--- src/rtl/csgt_pkg.sv ---
// Shared types and constants for the clock-synced gate toggle with fade.
// Holds the transaction payload structs, register map and divider interface.
// No dependencies.
`default_nettype none

package csgt_pkg;

   localparam int CHANNELS     = 8;
   localparam int SAMPLE_WIDTH = 16;
   localparam int CH_W         = 3;
   localparam int CH_IDX_W     = (CHANNELS > 1) ? $clog2(CHANNELS) : 1;
   localparam int LEVEL_W      = 25;
   localparam int LEVEL_FRAC   = 24;
   localparam int TICKS_W      = 24;
   localparam int MASK_W       = 8;
   localparam int CSR_ADDR_W   = 4;
   localparam int CSR_DATA_W   = 32;

   localparam logic [LEVEL_W-1:0] LEVEL_ONE = LEVEL_W'(1) << LEVEL_FRAC;

   // register indexes (byte address / 4)
   localparam logic [1:0] REG_FADE_TICKS    = 2'd0;
   localparam logic [1:0] REG_DISABLE_UNARM = 2'd1;
   localparam logic [1:0] REG_INPUT_MASK    = 2'd2;

   typedef struct packed {
      logic [CH_W-1:0]                channel;
      logic                           clock_level;
      logic                           reset_all_level;
      logic                           arm_level;
      logic                           reset_level;
      logic signed [SAMPLE_WIDTH-1:0] in_sample;
   } req_type;

   typedef struct packed {
      logic [CH_W-1:0]                out_channel;
      logic                           gate;
      logic                           warn;
      logic [LEVEL_W-1:0]             fade_level_out;
      logic signed [SAMPLE_WIDTH-1:0] out_sample;
   } rsp_type;

   typedef struct packed {
      logic               start;
      logic [LEVEL_W-1:0] num;
      logic [TICKS_W-1:0] den;
   } div_req_type;

   typedef struct packed {
      logic               busy;
      logic               done;
      logic [LEVEL_W-1:0] quot;
   } div_rsp_type;

endpackage

`default_nettype wire

--- src/rtl/csgt_div.sv ---
// Bit-serial restoring divider giving ceil(num / den), one quotient bit a cycle.
// Depends on csgt_pkg for widths and the request/response structs.
`default_nettype none

module csgt_div (
   input  wire logic                 clock,
   input  wire logic                 reset,
   input  wire csgt_pkg::div_req_type div_req,
   output csgt_pkg::div_rsp_type      div_rsp
);
   import csgt_pkg::*;

   localparam int CNT_W = $clog2(LEVEL_W);

   logic               busy_ff;
   logic               done_ff;
   logic [CNT_W-1:0]   cnt_ff;
   logic [TICKS_W-1:0] rem_ff;
   logic [LEVEL_W-1:0] quo_ff;
   logic [TICKS_W-1:0] den_ff;

   logic [TICKS_W:0]   shift_rem;
   logic               fits;
   logic [TICKS_W:0]   diff;

   always_comb begin
      shift_rem = {rem_ff, quo_ff[LEVEL_W-1]};
      fits      = shift_rem >= {1'b0, den_ff};
      diff      = shift_rem - {1'b0, den_ff};
   end

   always_ff @(posedge clock) begin
      if (reset) begin
         busy_ff <= 1'b0;
         done_ff <= 1'b0;
      end else begin
         done_ff <= 1'b0;
         if (div_req.start) begin
            busy_ff <= 1'b1;
            cnt_ff  <= '0;
            rem_ff  <= '0;
            quo_ff  <= div_req.num;
            den_ff  <= div_req.den;
         end else if (busy_ff) begin
            rem_ff <= fits ? diff[TICKS_W-1:0] : shift_rem[TICKS_W-1:0];
            quo_ff <= {quo_ff[LEVEL_W-2:0], fits};
            cnt_ff <= cnt_ff + 1'b1;
            if (cnt_ff == CNT_W'(LEVEL_W - 1)) begin
               busy_ff <= 1'b0;
               done_ff <= 1'b1;
            end
         end
      end
   end

   // round up when a remainder is left
   assign div_rsp.busy = busy_ff;
   assign div_rsp.done = done_ff;
   assign div_rsp.quot = quo_ff + LEVEL_W'(rem_ff != '0);

endmodule

`default_nettype wire

--- src/rtl/clock_synced_gate_toggle_with_fade.sv ---
// Top level of the clock-synced gate toggle with linear fade.
// Depends on csgt_pkg and csgt_div; per-channel state lives in a local RAM.
`default_nettype none

// Channel   Ports                               Direction  Moves
// request   req_valid/req_stall/req_data        in         one item per channel slot
// response  rsp_valid/rsp_stall/rsp_data        out        one result per item
// config    psel/penable/pwrite/paddr/pwdata    in         register writes, prdata reads
//
// An item goes from acceptance through the evaluate, update, multiply and output
// states to the result register; when a fade with nonzero fade_ticks starts, the
// serial divider computing the fade step runs between evaluate and update. One
// item is in work at a time: the next is taken once the previous result is loaded.
// Synchronous reset clears the controller, frame edge flags and per-channel valid
// bits; an entry never written since reset reads as idle with zero fade.
// A stalled result holds in its output register while the next item is taken.

module clock_synced_gate_toggle_with_fade (
   input  wire logic                              clock,
   input  wire logic                              reset,
   input  wire logic                              req_valid,
   output logic                                   req_stall,
   input  wire csgt_pkg::req_type                 req_data,
   output logic                                   rsp_valid,
   input  wire logic                              rsp_stall,
   output csgt_pkg::rsp_type                      rsp_data,
   input  wire logic                              psel,
   input  wire logic                              penable,
   input  wire logic                              pwrite,
   input  wire logic [csgt_pkg::CSR_ADDR_W-1:0]   paddr,
   input  wire logic [csgt_pkg::CSR_DATA_W-1:0]   pwdata,
   output logic [csgt_pkg::CSR_DATA_W-1:0]        prdata,
   output logic                                   pready
);
   import csgt_pkg::*;

   localparam int PROD_W = SAMPLE_WIDTH + LEVEL_W;

   typedef enum logic [1:0] {
      MODE_IDLE, MODE_WAIT_GATE, MODE_GATING, MODE_WAIT_IDLE
   } mode_type;

   typedef enum logic [1:0] {
      PH_STOPPED, PH_RISING, PH_HELD, PH_FALLING
   } phase_type;

   typedef struct packed {
      mode_type           mode;
      logic               prev_arm;
      logic               prev_rst;
      phase_type          phase;
      logic [LEVEL_W-1:0] level;
      logic [LEVEL_W-1:0] step;
   } chan_state_type;

   typedef enum logic [2:0] {
      S_IDLE, S_EVAL, S_DIV, S_UPD, S_MUL, S_OUT
   } state_type;

   // ---------------------------------------------------------------------
   // Configuration registers
   // ---------------------------------------------------------------------
   logic [TICKS_W-1:0] fade_ticks_ff;
   logic               disable_unarm_ff;
   logic [MASK_W-1:0]  input_mask_ff;
   logic               csr_write;

   assign pready    = 1'b1;
   assign csr_write = psel && penable && pwrite && pready;

   always_ff @(posedge clock) begin
      if (reset) begin
         fade_ticks_ff    <= '0;
         disable_unarm_ff <= 1'b0;
         input_mask_ff    <= '0;
      end else if (csr_write) begin
         case (paddr[3:2])
            REG_FADE_TICKS:    fade_ticks_ff    <= pwdata[TICKS_W-1:0];
            REG_DISABLE_UNARM: disable_unarm_ff <= pwdata[0];
            REG_INPUT_MASK:    input_mask_ff    <= pwdata[MASK_W-1:0];
            default: ;
         endcase
      end
   end

   always_comb begin
      case (paddr[3:2])
         REG_FADE_TICKS:    prdata = CSR_DATA_W'(fade_ticks_ff);
         REG_DISABLE_UNARM: prdata = CSR_DATA_W'(disable_unarm_ff);
         REG_INPUT_MASK:    prdata = CSR_DATA_W'(input_mask_ff);
         default:           prdata = '0;
      endcase
   end

   // ---------------------------------------------------------------------
   // Controller registers
   // ---------------------------------------------------------------------
   state_type            state_ff;
   req_type              item_ff;
   logic                 oor_ff;           // channel slot beyond CHANNELS
   logic                 frame_clk_edge_ff;
   logic                 frame_rsa_edge_ff;
   logic                 prev_clock_ff;
   logic                 prev_rsa_ff;
   logic [CHANNELS-1:0]  vld_ff;
   logic                 rd_vld_ff;
   chan_state_type       rd_ff;
   chan_state_type       wk_ff;
   logic [LEVEL_W-1:0]   lvl_ff;
   logic                 gate_ff;
   logic                 warn_ff;
   logic [PROD_W-1:0]    prod_ff;
   logic                 neg_ff;
   logic                 rsp_valid_ff;
   rsp_type              rsp_ff;

   logic                 req_accept;
   logic [CH_IDX_W-1:0]  acc_idx;
   logic [CH_IDX_W-1:0]  item_idx;
   logic                 mem_we;
   chan_state_type       mem [CHANNELS];

   div_req_type          div_req;
   div_rsp_type          div_rsp;

   assign req_stall  = (state_ff != S_IDLE);
   assign req_accept = req_valid && !req_stall;
   assign acc_idx    = req_data.channel[CH_IDX_W-1:0];
   assign item_idx   = item_ff.channel[CH_IDX_W-1:0];

   // ---------------------------------------------------------------------
   // Evaluate resets, arm edge and mode change on the state read from RAM
   // ---------------------------------------------------------------------
   chan_state_type ev_state;
   logic           ev_need_div;
   logic [LEVEL_W-1:0] ev_num;
   chan_state_type s_cur;
   logic           arm_edge;
   logic           cancel;

   always_comb begin
      s_cur       = rd_vld_ff ? rd_ff : chan_state_type'('0);
      ev_state    = s_cur;
      ev_need_div = 1'b0;
      ev_num      = '0;

      // frame reset-all first, then the channel's own reset edge
      if (frame_rsa_edge_ff || (item_ff.reset_level && !s_cur.prev_rst)) begin
         ev_state.mode  = MODE_IDLE;
         ev_state.phase = PH_STOPPED;
         ev_state.level = '0;
      end
      ev_state.prev_rst = item_ff.reset_level;

      arm_edge          = item_ff.arm_level && !s_cur.prev_arm;
      ev_state.prev_arm = item_ff.arm_level;
      cancel            = arm_edge && !disable_unarm_ff;

      case (ev_state.mode)
         MODE_IDLE: begin
            if (arm_edge) ev_state.mode = MODE_WAIT_GATE;
         end
         MODE_WAIT_GATE: begin
            if (cancel) begin
               ev_state.mode = MODE_IDLE;
            end else if (frame_clk_edge_ff) begin
               ev_state.mode = MODE_GATING;
               if (fade_ticks_ff == '0) begin
                  ev_state.phase = PH_HELD;
                  ev_state.level = LEVEL_ONE;
               end else begin
                  ev_state.phase = PH_RISING;
                  ev_need_div    = 1'b1;
                  ev_num         = LEVEL_ONE - ev_state.level;
               end
            end
         end
         MODE_GATING: begin
            if (arm_edge) ev_state.mode = MODE_WAIT_IDLE;
         end
         MODE_WAIT_IDLE: begin
            if (cancel) begin
               ev_state.mode = MODE_GATING;
            end else if (frame_clk_edge_ff) begin
               ev_state.mode = MODE_IDLE;
               if (fade_ticks_ff == '0) begin
                  ev_state.phase = PH_STOPPED;
                  ev_state.level = '0;
               end else begin
                  ev_state.phase = PH_FALLING;
                  ev_need_div    = 1'b1;
                  ev_num         = ev_state.level;
               end
            end
         end
         default: ;
      endcase
   end

   assign div_req.start = (state_ff == S_EVAL) && !oor_ff && ev_need_div;
   assign div_req.num   = ev_num;
   assign div_req.den   = fade_ticks_ff;

   csgt_div u_div (
      .clock   (clock),
      .reset   (reset),
      .div_req (div_req),
      .div_rsp (div_rsp)
   );

   // ---------------------------------------------------------------------
   // Advance the fade by one tick
   // ---------------------------------------------------------------------
   chan_state_type   up_state;
   logic [LEVEL_W:0] rise_sum;

   always_comb begin
      up_state = wk_ff;
      rise_sum = {1'b0, wk_ff.level} + {1'b0, wk_ff.step};
      case (wk_ff.phase)
         PH_RISING: begin
            if (rise_sum >= {1'b0, LEVEL_ONE}) begin
               up_state.phase = PH_HELD;
               up_state.level = LEVEL_ONE;
            end else begin
               up_state.level = rise_sum[LEVEL_W-1:0];
            end
         end
         PH_FALLING: begin
            if (wk_ff.step > wk_ff.level) begin
               up_state.phase = PH_STOPPED;
               up_state.level = '0;
            end else begin
               up_state.level = wk_ff.level - wk_ff.step;
            end
         end
         default: ;
      endcase
   end

   assign mem_we = (state_ff == S_UPD);

   // ---------------------------------------------------------------------
   // Source magnitude and output sign
   // ---------------------------------------------------------------------
   logic                    src_neg;
   logic [SAMPLE_WIDTH-1:0] src_mag;
   logic [PROD_W-1:0]       prod_in;
   logic [SAMPLE_WIDTH-1:0] mag;
   logic [SAMPLE_WIDTH-1:0] out_bits;

   always_comb begin
      if (input_mask_ff[item_ff.channel]) begin
         src_neg = item_ff.in_sample[SAMPLE_WIDTH-1];
         src_mag = src_neg ? (~item_ff.in_sample + 1'b1) : item_ff.in_sample;
      end else begin
         src_neg = 1'b0;
         src_mag = {1'b0, {(SAMPLE_WIDTH-1){1'b1}}};   // positive full scale
      end
      prod_in  = PROD_W'(src_mag) * PROD_W'(lvl_ff);
      mag      = prod_ff[LEVEL_FRAC +: SAMPLE_WIDTH];
      out_bits = neg_ff ? (~mag + 1'b1) : mag;
   end

   // ---------------------------------------------------------------------
   // Per-channel state RAM: read at acceptance, write back after the update
   // ---------------------------------------------------------------------
   always_ff @(posedge clock) begin
      if (req_accept) rd_ff <= mem[acc_idx];
      if (mem_we)     mem[item_idx] <= up_state;
   end

   // ---------------------------------------------------------------------
   // Sequencer
   // ---------------------------------------------------------------------
   always_ff @(posedge clock) begin
      if (reset) begin
         state_ff          <= S_IDLE;
         rsp_valid_ff      <= 1'b0;
         vld_ff            <= '0;
         prev_clock_ff     <= 1'b0;
         prev_rsa_ff       <= 1'b0;
         frame_clk_edge_ff <= 1'b0;
         frame_rsa_edge_ff <= 1'b0;
      end else begin
         // drop the result once taken, unless a new one is loaded now
         if (rsp_valid_ff && !rsp_stall && (state_ff != S_OUT)) rsp_valid_ff <= 1'b0;

         case (state_ff)
            S_IDLE: begin
               if (req_accept) begin
                  item_ff   <= req_data;
                  oor_ff    <= {1'b0, req_data.channel} >= (CH_W+1)'(CHANNELS);
                  rd_vld_ff <= vld_ff[acc_idx];
                  // a channel-0 item opens a frame and samples the shared levels
                  if (req_data.channel == '0) begin
                     frame_clk_edge_ff <= req_data.clock_level && !prev_clock_ff;
                     frame_rsa_edge_ff <= req_data.reset_all_level && !prev_rsa_ff;
                     prev_clock_ff     <= req_data.clock_level;
                     prev_rsa_ff       <= req_data.reset_all_level;
                  end
                  state_ff <= S_EVAL;
               end
            end
            S_EVAL: begin
               wk_ff <= ev_state;
               if (oor_ff) begin
                  lvl_ff   <= '0;
                  gate_ff  <= 1'b0;
                  warn_ff  <= 1'b0;
                  state_ff <= S_MUL;
               end else if (ev_need_div) begin
                  state_ff <= S_DIV;
               end else begin
                  state_ff <= S_UPD;
               end
            end
            S_DIV: begin
               if (div_rsp.done) begin
                  wk_ff.step <= div_rsp.quot;
                  state_ff   <= S_UPD;
               end
            end
            S_UPD: begin
               vld_ff[item_idx] <= 1'b1;
               lvl_ff   <= up_state.level;
               gate_ff  <= (up_state.mode == MODE_GATING) ||
                           (up_state.mode == MODE_WAIT_IDLE);
               warn_ff  <= (up_state.mode == MODE_WAIT_GATE) ||
                           (up_state.mode == MODE_WAIT_IDLE);
               state_ff <= S_MUL;
            end
            S_MUL: begin
               prod_ff  <= prod_in;
               neg_ff   <= src_neg && !oor_ff;
               state_ff <= S_OUT;
            end
            S_OUT: begin
               // load the output register once it is free or being emptied
               if (!rsp_valid_ff || !rsp_stall) begin
                  rsp_ff.out_channel    <= item_ff.channel;
                  rsp_ff.gate           <= gate_ff;
                  rsp_ff.warn           <= warn_ff;
                  rsp_ff.fade_level_out <= lvl_ff;
                  rsp_ff.out_sample     <= $signed(out_bits);
                  rsp_valid_ff          <= 1'b1;
                  state_ff              <= S_IDLE;
               end
            end
            default: state_ff <= S_IDLE;
         endcase
      end
   end

   assign rsp_valid = rsp_valid_ff;
   assign rsp_data  = rsp_ff;

   // ---------------------------------------------------------------------
   // Assertions
   // ---------------------------------------------------------------------
   a_accept_to_eval: assert property (@(posedge clock) disable iff (reset)
      req_accept |=> (state_ff == S_EVAL))
      else $error("accepted transaction did not move to evaluation");

   a_div_running: assert property (@(posedge clock) disable iff (reset)
      (state_ff == S_DIV) |-> (div_rsp.busy || div_rsp.done))
      else $error("waiting on divider that is not running");

   a_level_bound: assert property (@(posedge clock) disable iff (reset)
      (state_ff == S_MUL) |-> (lvl_ff <= LEVEL_ONE))
      else $error("fade level above one");

   a_div_idle_start: assert property (@(posedge clock) disable iff (reset)
      div_req.start |-> !div_rsp.busy)
      else $error("divider started while busy");

endmodule

`default_nettype wire

--- config.mk ---
export PLATFORM = sky130hd
export DESIGN_NAME = clock_synced_gate_toggle_with_fade
export DESIGN_NICKNAME = d
export VERILOG_FILES = /design/src/rtl/csgt_pkg.sv /design/src/rtl/csgt_div.sv /design/src/rtl/clock_synced_gate_toggle_with_fade.sv
export SDC_FILE = /design/constraint.sdc
export NUM_CORES = 2
export LEC_CHECK = 0
export ABC_CLOCK_PERIOD_IN_PS = 16100
export BUFFER_PORTS_ARGS = -buffer_cell sky130_fd_sc_hd__buf_4
export CAP_MARGIN = 20
export CELL_PAD_IN_SITES_DETAIL_PLACEMENT = 0
export CELL_PAD_IN_SITES_GLOBAL_PLACEMENT = 1
export CORE_ASPECT_RATIO = 1.5
export CORE_MARGIN = 5
export CORE_UTILIZATION = 25
export CTS_CLUSTER_SIZE = 14
export DETAILED_ROUTE_END_ITERATION = 7
export PLACE_DENSITY_LB_ADDON = 0.12
export REMOVE_ABC_BUFFERS = 1
export SLEW_MARGIN = 20
export SYNTH_ARGS = -nofsm -noshare
export SYNTH_HDL_FRONTEND = slang
export SYNTH_SLANG_ARGS = --single-unit
--- constraint.sdc ---
create_clock -name clock -period 16.1 [get_ports clock]
set_clock_uncertainty 0.15 [all_clocks]
set_input_delay 3.22 -clock clock [delete_from_list [all_inputs] [get_ports clock]]
set_output_delay 3.22 -clock clock [all_outputs]
set_load 0.005 [all_outputs]
* Word level (Yosys, flattened, before mapping)
Memories as Yosys holds them, arrays and structs flattened. A register that Yosys moved wholly into a read port is not among the register bits.
Cells that the tools add are included.
** Word-level totals
- Flip-flop bits (word level) :: 321
- Bits of input ports :: 66
- ROM bits :: 0
- Output and inout bits :: 81
- Word-level logic and storage cells :: 196
- RAM bits :: 448
- Memories :: 1
- Bits in latches :: 0
** Memory list
- mem :: words 8, bits a word 56, read ports 1, clocked after Yosys merged registers in 1, wr ports 1, line clock_synced_gate_toggle_with_fade.sv:121 : chan_state_type mem [CHANNELS];
** Cells by class
- Shifts and indexed selects :: 0
- Multiply operators :: 1
- Magnitude comparators :: 6
- Eq/ne operators :: 20
- Multiplexer cells :: 68
- Div/mod/pow operators :: 0
- Bitwise operators :: 6
- Reduce and logical (&&, ||, !) cells :: 49
- Add/sub/neg operators :: 8
** Operators with widths (count)
- $mux 25 :: 13
- $mux 27 :: 5
- $pmux 27 s2 :: 2
- $pmux 25 s2 :: 2
- $pmux 24 s3 :: 1
- $mux 56 :: 1
- $mux 16 :: 3
- $mux 24 :: 2
- $mul 16x25->40 :: 1
- $add 16x1->16 const B :: 2
- $not 16->16 :: 2
- $add 25x25->26 :: 1
- $ge 26x25->1 const B :: 1
- $add 25x1->25 :: 1
- $ge 25x24->1 :: 1
- $gt 25x25->1 :: 1
- $sub 25x25->25 :: 1
- $sub 25x25->25 const A :: 1
- $logic_not 24->1 :: 1
- $reduce_bool 24->1 :: 1
- $sub 24x24->24 :: 1
- $mux 2 :: 11
- $mux 1 :: 19
- $pmux 3 s6 :: 1
- 30 further kinds :: 83

* Longest topological paths before layout
- Depth in word-level cells :: 11
- Gate-level depth with buffers :: 31
- Gate-level depth less buffers :: 30

* Modules after synthesis
A second synthesis with hierarchy kept.
** Second synthesis, totals
- Cell total of the unflattened synthesis :: 3826
- Area, all modules :: 48172.5 sq um
** Modules (own cells, without submodules)
- clock_synced_gate_toggle_with_fade :: area each 43063.8 sq um, cells each 3361, sequential area each 21160.3 sq um, instances 1
- csgt_div :: area each 5108.6 sq um, cells each 465, sequential area each 2382.3 sq um, instances 1

* Worst setup path after synthesis
No wires, ideal clock.
- Path type :: input to register
- Start :: input port reset
- End :: register u_div.cnt_ff[0], enable pin
- Required time :: 15537 ps
- Arrival time :: 7190 ps
- Buffers on the path :: 1
- Stages on the path :: 4
- Slack :: 8346 ps
- Setup time :: 413 ps
- Cells stage by stage :: clkbuf_1 -> nor3_1 -> nand2b_1 -> nand2_1
** Between the ends
- Word-level cells in the longest chain between the ends :: 2
** RTL lines
- start: declaration :: line clock_synced_gate_toggle_with_fade.sv:20 : input wire logic reset,
- $not 1->1 (no source line)
- $reduce_and 2->1 (no source line)
- end signal: assignment :: line csgt_div.sv:47 : cnt_ff <= cnt_ff + 1'b1;
- end: declaration :: line csgt_div.sv:17 : logic [CNT_W-1:0] cnt_ff;
Every way passes these cells.
A chain may end at the register's enable or synchronous reset.

* Final worst setup path
- Start :: register item_ff[2] in the netlist's numbering
- End :: register prod_ff[33] (data pin)
** Between the ends
- Word-level cells in the longest chain between the ends :: 5
** RTL lines
- start: declaration :: line clock_synced_gate_toggle_with_fade.sv:99 : req_type item_ff;
- start signal: assignment :: line clock_synced_gate_toggle_with_fade.sv:292 : item_ff <= req_data;
- $not 16->16 :: line clock_synced_gate_toggle_with_fade.sv:255 : src_mag = src_neg ? (~item_ff.in_sample + 1'b1) : item_ff.in_sample;
- $add 16x1->16 :: line clock_synced_gate_toggle_with_fade.sv:255
- $mux 16 (*) :: line clock_synced_gate_toggle_with_fade.sv:255
- $mux 16 (*) :: line clock_synced_gate_toggle_with_fade.sv:253 : if (input_mask_ff[item_ff.channel]) begin
- $mul 16x25->40 (*) :: line clock_synced_gate_toggle_with_fade.sv:260 : prod_in = PROD_W'(src_mag) * PROD_W'(lvl_ff);
- named net prod_in[33] :: line clock_synced_gate_toggle_with_fade.sv:248 : logic [PROD_W-1:0] prod_in;
- end signal: assignment :: line clock_synced_gate_toggle_with_fade.sv:334 : prod_ff <= prod_in;
- end: declaration :: line clock_synced_gate_toggle_with_fade.sv:112 : logic [PROD_W-1:0] prod_ff;
The timed path passes the listed nets; every way through them passes the cells marked *.

==> impl_metrics.toml <==
[worst_setup_path]
crit_path_from = "item_ff[2]$_DFFE_PP_"
timing.critical_path.fanout_max = 25
worstReg2RegStart = "item_ff[2]$_DFFE_PP_"
r2r_setup_slack_ns = 6.77
worst-endpoint-required_ns = 16.40
timing.setup.critical_path_class = "register to register"
timing.critical_path.arrival_ns = 9.63
reg2reg_to = "prod_ff[33]$_DFFE_PP_"
worst_setup_path_start_kind = "register"
worst_r2r_path_depth = 27
timing.critical_path.to_type = "register"

[clocking]
clock_insertion_delay_worst_skew_ns = 0.74
tritoncts = "yes"
number_of_buffers_inserted_during_clock_tree_synthesis = 86
postCtsHoldBufs = 0
ctsLongestPathBuffers = 3
cts.sinks = 801
worst_setup_hold_path_clk_slew_ns = 0.06
htree_num_levels = 3
clk_root_buffer_cell = "clkbuf_16"
cts_post_setup_buffers_inserted = 0
resized_gates_after_cts = 0

[synth]
synth.area.top_cells = "edfxtp_1, fa_1, mux4_2"
yosys_warning_count = 0
synth_area_per_cell_sq_um = 12.5
synth-edff-count = 750
synth.lib_cells_used.distinct = 83
async_set_reset_flop_share_out_of_synthesis_pct = 0
yosys_reg_bits = 801
synthCells = 3810
yosys.area.top_type_share_pct = 47.4
netlist_area_sq_mm = 0.0475
synthDominantAreaCellType = "edfxtp_1"
synth_flop_cell = "edfxtp_1"
yosysSeqAreaShare_pct = 49.6

[grt]
groute.usage.overall_pct = 15.3
globalRoute.totalOverflow = 0
global_route_wire_length_before_repair_mm = 225
grt_start_max_net_pins = 55
antenna_violations_before_repair = 6
grt_pass1_vias = 32128

[sta]
timing.final.crit_share_pct = 58.0
post-route-min-period_ns = 9.33
grt_setup_unrepaired = "false"
finalWorstSetupSlack_ns = 6.77
tns_ns = 0
slew_headroom_pct = 23.2
achievable-frequency_ghz = 0.107
timing_hold_violations_final = 0
setup_viol_count_final = 0
drv_slew = 0
tightest_slew_ns = 1.15

[floorplanning]
core_sq_mm = 0.190
die_w_um = 366
initial_utilization_pct = 25.1
design.die.area_sq_mm = 0.199
die-height_um = 544
placementRows = 196
num_io_pins = 147

[drt]
vias_per_cell = 4.57
drtAntennaViolNets = 0
drt_wl_total_mm = 153
wire_per_inst_um = 23.6
via_count = 29641
drtPass1Iterations = 5
dr.first_iter.drc_count = 1558
route.detailed.drc = 0

[run_status]
outcome = "completed"

[cells_and_area]
layout-drive-gt1-share_pct = 14.7
syn2layout_area_growth_pct = 15.0
fillers = 19455
final_net_count = 4516

[power_and_ir_drop]
leakage_nw = 21.1
totalPowerFinal_mw = 9.64
ir_worst_vdd_uv = 249
pwr_density_cell_mw_per_mm2 = 176

[worst_hold_path]
worst_hold_path_type = "register to register"
timing.hold.worst_endpoint = "up_state[53]$_DFFE_PP_"
worst_hold_path.num_cells = 0
hold_start = "ev_state[53]$_DFFE_PP_"

[flow_run]
drv_cap = 0

[place]
gp_congestion = 0.773
place.port_buffers = 127
pre_cts_ws_ns = 6.58
post-dp-hpwl_mm = 105
[stage by stage]
stage | cell area [sq um] | util [%] | hold slack [ns] | instances
2_1_floorplan | 46800 | - | 0.250 | 3638
3_3_place_gp | 51700 | 27.3 | 0.277 | 6324
3_5_place_dp | 51800 | 27.3 | 0.287 | 6328
4_1_cts | 54600 | 28.8 | 0.302 | 6484
5_1_grt | 54600 | 28.8 | 0.314 | 6486
6_report | 54600 | 28.8 | 0.296 | 6489
[registers in the layout, summed over array words and instances, names as in the netlist, 2 cells and up]
| name | cells |
|---|---|
| mem | 448 |
| rd_ff | 56 |
| rsp_data | 46 |
| up_state | 29 |
| wk_ff | 27 |
| lvl_ff | 25 |
| u_div.quo_ff | 25 |
| fade_ticks_ff | 24 |
| u_div.den_ff | 24 |
| u_div.rem_ff | 24 |
| item_ff | 16 |
| prod_ff | 16 |
| input_mask_ff | 8 |
| vld_ff | 8 |
| u_div.cnt_ff | 5 |
| item_idx | 3 |
| state_ff | 3 |
| ev_state | 2 |
[synthesized netlist by cell type (58+ instances only)]
cell type  count
a21oi_1      138
and2_1       186
clkbuf_1     148
edfxtp_1     750
fa_1         321
ha_1         187
inv_1        487
mux2_2        58
mux4_2       116
nand2_1      455
nand3_1       73
nor2_1       146
o21ai_0       99
[where the power goes]
part / switching [mW] / leakage, nW / total (mW) / internal (mW)
clock network: 0.909 / 1.39 / 2.02 / 1.11
logic: 2.87 / 12.5 / 4.83 / 1.96
registers: 0.136 / 7.23 / 2.80 / 2.66
total: 3.91 / 21.1 / 9.64 / 5.73
[layout by cell type, fill, tap and decap left out, types with 17 or more instances in the layout]
| cell type | synthesis | layout |
|---|---|---|
| edfxtp_1 | 750 | 750 |
| inv_1 | 487 | 486 |
| nand2_1 | 455 | 445 |
| fa_1 | 321 | 321 |
| buf_4 | 10 | 210 |
| ha_1 | 187 | 187 |
| and2_1 | 186 | 186 |
| a21oi_1 | 138 | 138 |
| nor2_1 | 146 | 135 |
| mux4_2 | 116 | 116 |
| o21ai_0 | 99 | 97 |
| clkbuf_16 | 0 | 90 |
| nand3_1 | 73 | 73 |
| mux2_2 | 58 | 58 |
| xnor2_1 | 54 | 54 |
| dfxtp_1 | 51 | 51 |
| nor3_1 | 44 | 39 |
| xor2_1 | 39 | 39 |
| mux2i_1 | 33 | 33 |
| a21o_1 | 29 | 29 |
| nor2b_1 | 24 | 23 |
| nor4_1 | 22 | 22 |
| a221oi_1 | 19 | 19 |
| and3_1 | 18 | 18 |
| nand2b_1 | 18 | 18 |
| or3_1 | 17 | 17 |
| clkinv_1 | 1 | 17 |
[worst max-delay path: stages (launching register included)]
cell      delay, ns
edfxtp_1       0.47
nor4_1         0.45
inv_1          0.10
nor3_1         0.36
nand3_1        0.31
o41ai_1        0.39
xor2_1         0.21
nand2_2        0.54
and2_1         0.43
fa_1           0.50
inv_1          0.06
fa_1           0.53
inv_1          0.05
fa_1           0.53
fa_1           0.45
fa_1           0.49
inv_1          0.05
fa_1           0.48
inv_1          0.04
ha_1           0.28
nand4_1        0.13
or3_1          0.37
a21oi_1        0.55
nand2_1        0.17
a32oi_1        0.41
a221o_1        0.31
a21oi_1        0.10
xnor2_1        0.13
[how the worst max path moves through the flow]
stage / end / slack [ns] / depth (start not counted)
global placement: prod_ff[34]$_DFFE_PP_ / 6.52 / 27
finish: prod_ff[33]$_DFFE_PP_ / 6.77 / 27
CTS: prod_ff[34]$_DFFE_PP_ / 6.54 / 27
detailed placement: prod_ff[34]$_DFFE_PP_ / 6.58 / 27
floorplan: prod_ff[39]$_DFFE_PP_ / 7.86 / 25
global route: prod_ff[39]$_DFFE_PP_ / 6.06 / 28
[logic make-up (layout without fill, tap and decap cells)]
group,Yosys count,in the layout,synth area share (%)
compound gates,472,472,6.67
xor+xnor,93,93,1.71
fa+ha+maj,508,508,18.5
buf+inv,667,860,5.38
flops,801,801,49.6
mux,207,207,7.57
other cells,2,13,0.0158
simple gates,1060,1060,10.6
[final cells by class]
cell class | count | area (sq um) | share of cell area [%]
tap | 2475 | 3100 | 5.67
clock inverter | 55 | 546 | 0.998
clock buffer | 101 | 2300 | 4.22
inverter | 488 | 1830 | 3.35
timing repair buffer | 216 | 1680 | 3.08
antenna | 4 | 10.0 | 0.0183
sequential | 801 | 23500 | 43.1
multi-input combinational | 2349 | 21600 | 39.6
[routing by layer]
metal	up-vias	GRT usage [%]	share of wire (%)
met5	-	0	0.0059
met4	2	3.76	2.2
met3	147	1.56	2.6
met2	461	30.1	55
met1	15485	17.8	40
li1	13546	-	-
Note: power is estimated with default switching activity, not from simulation.
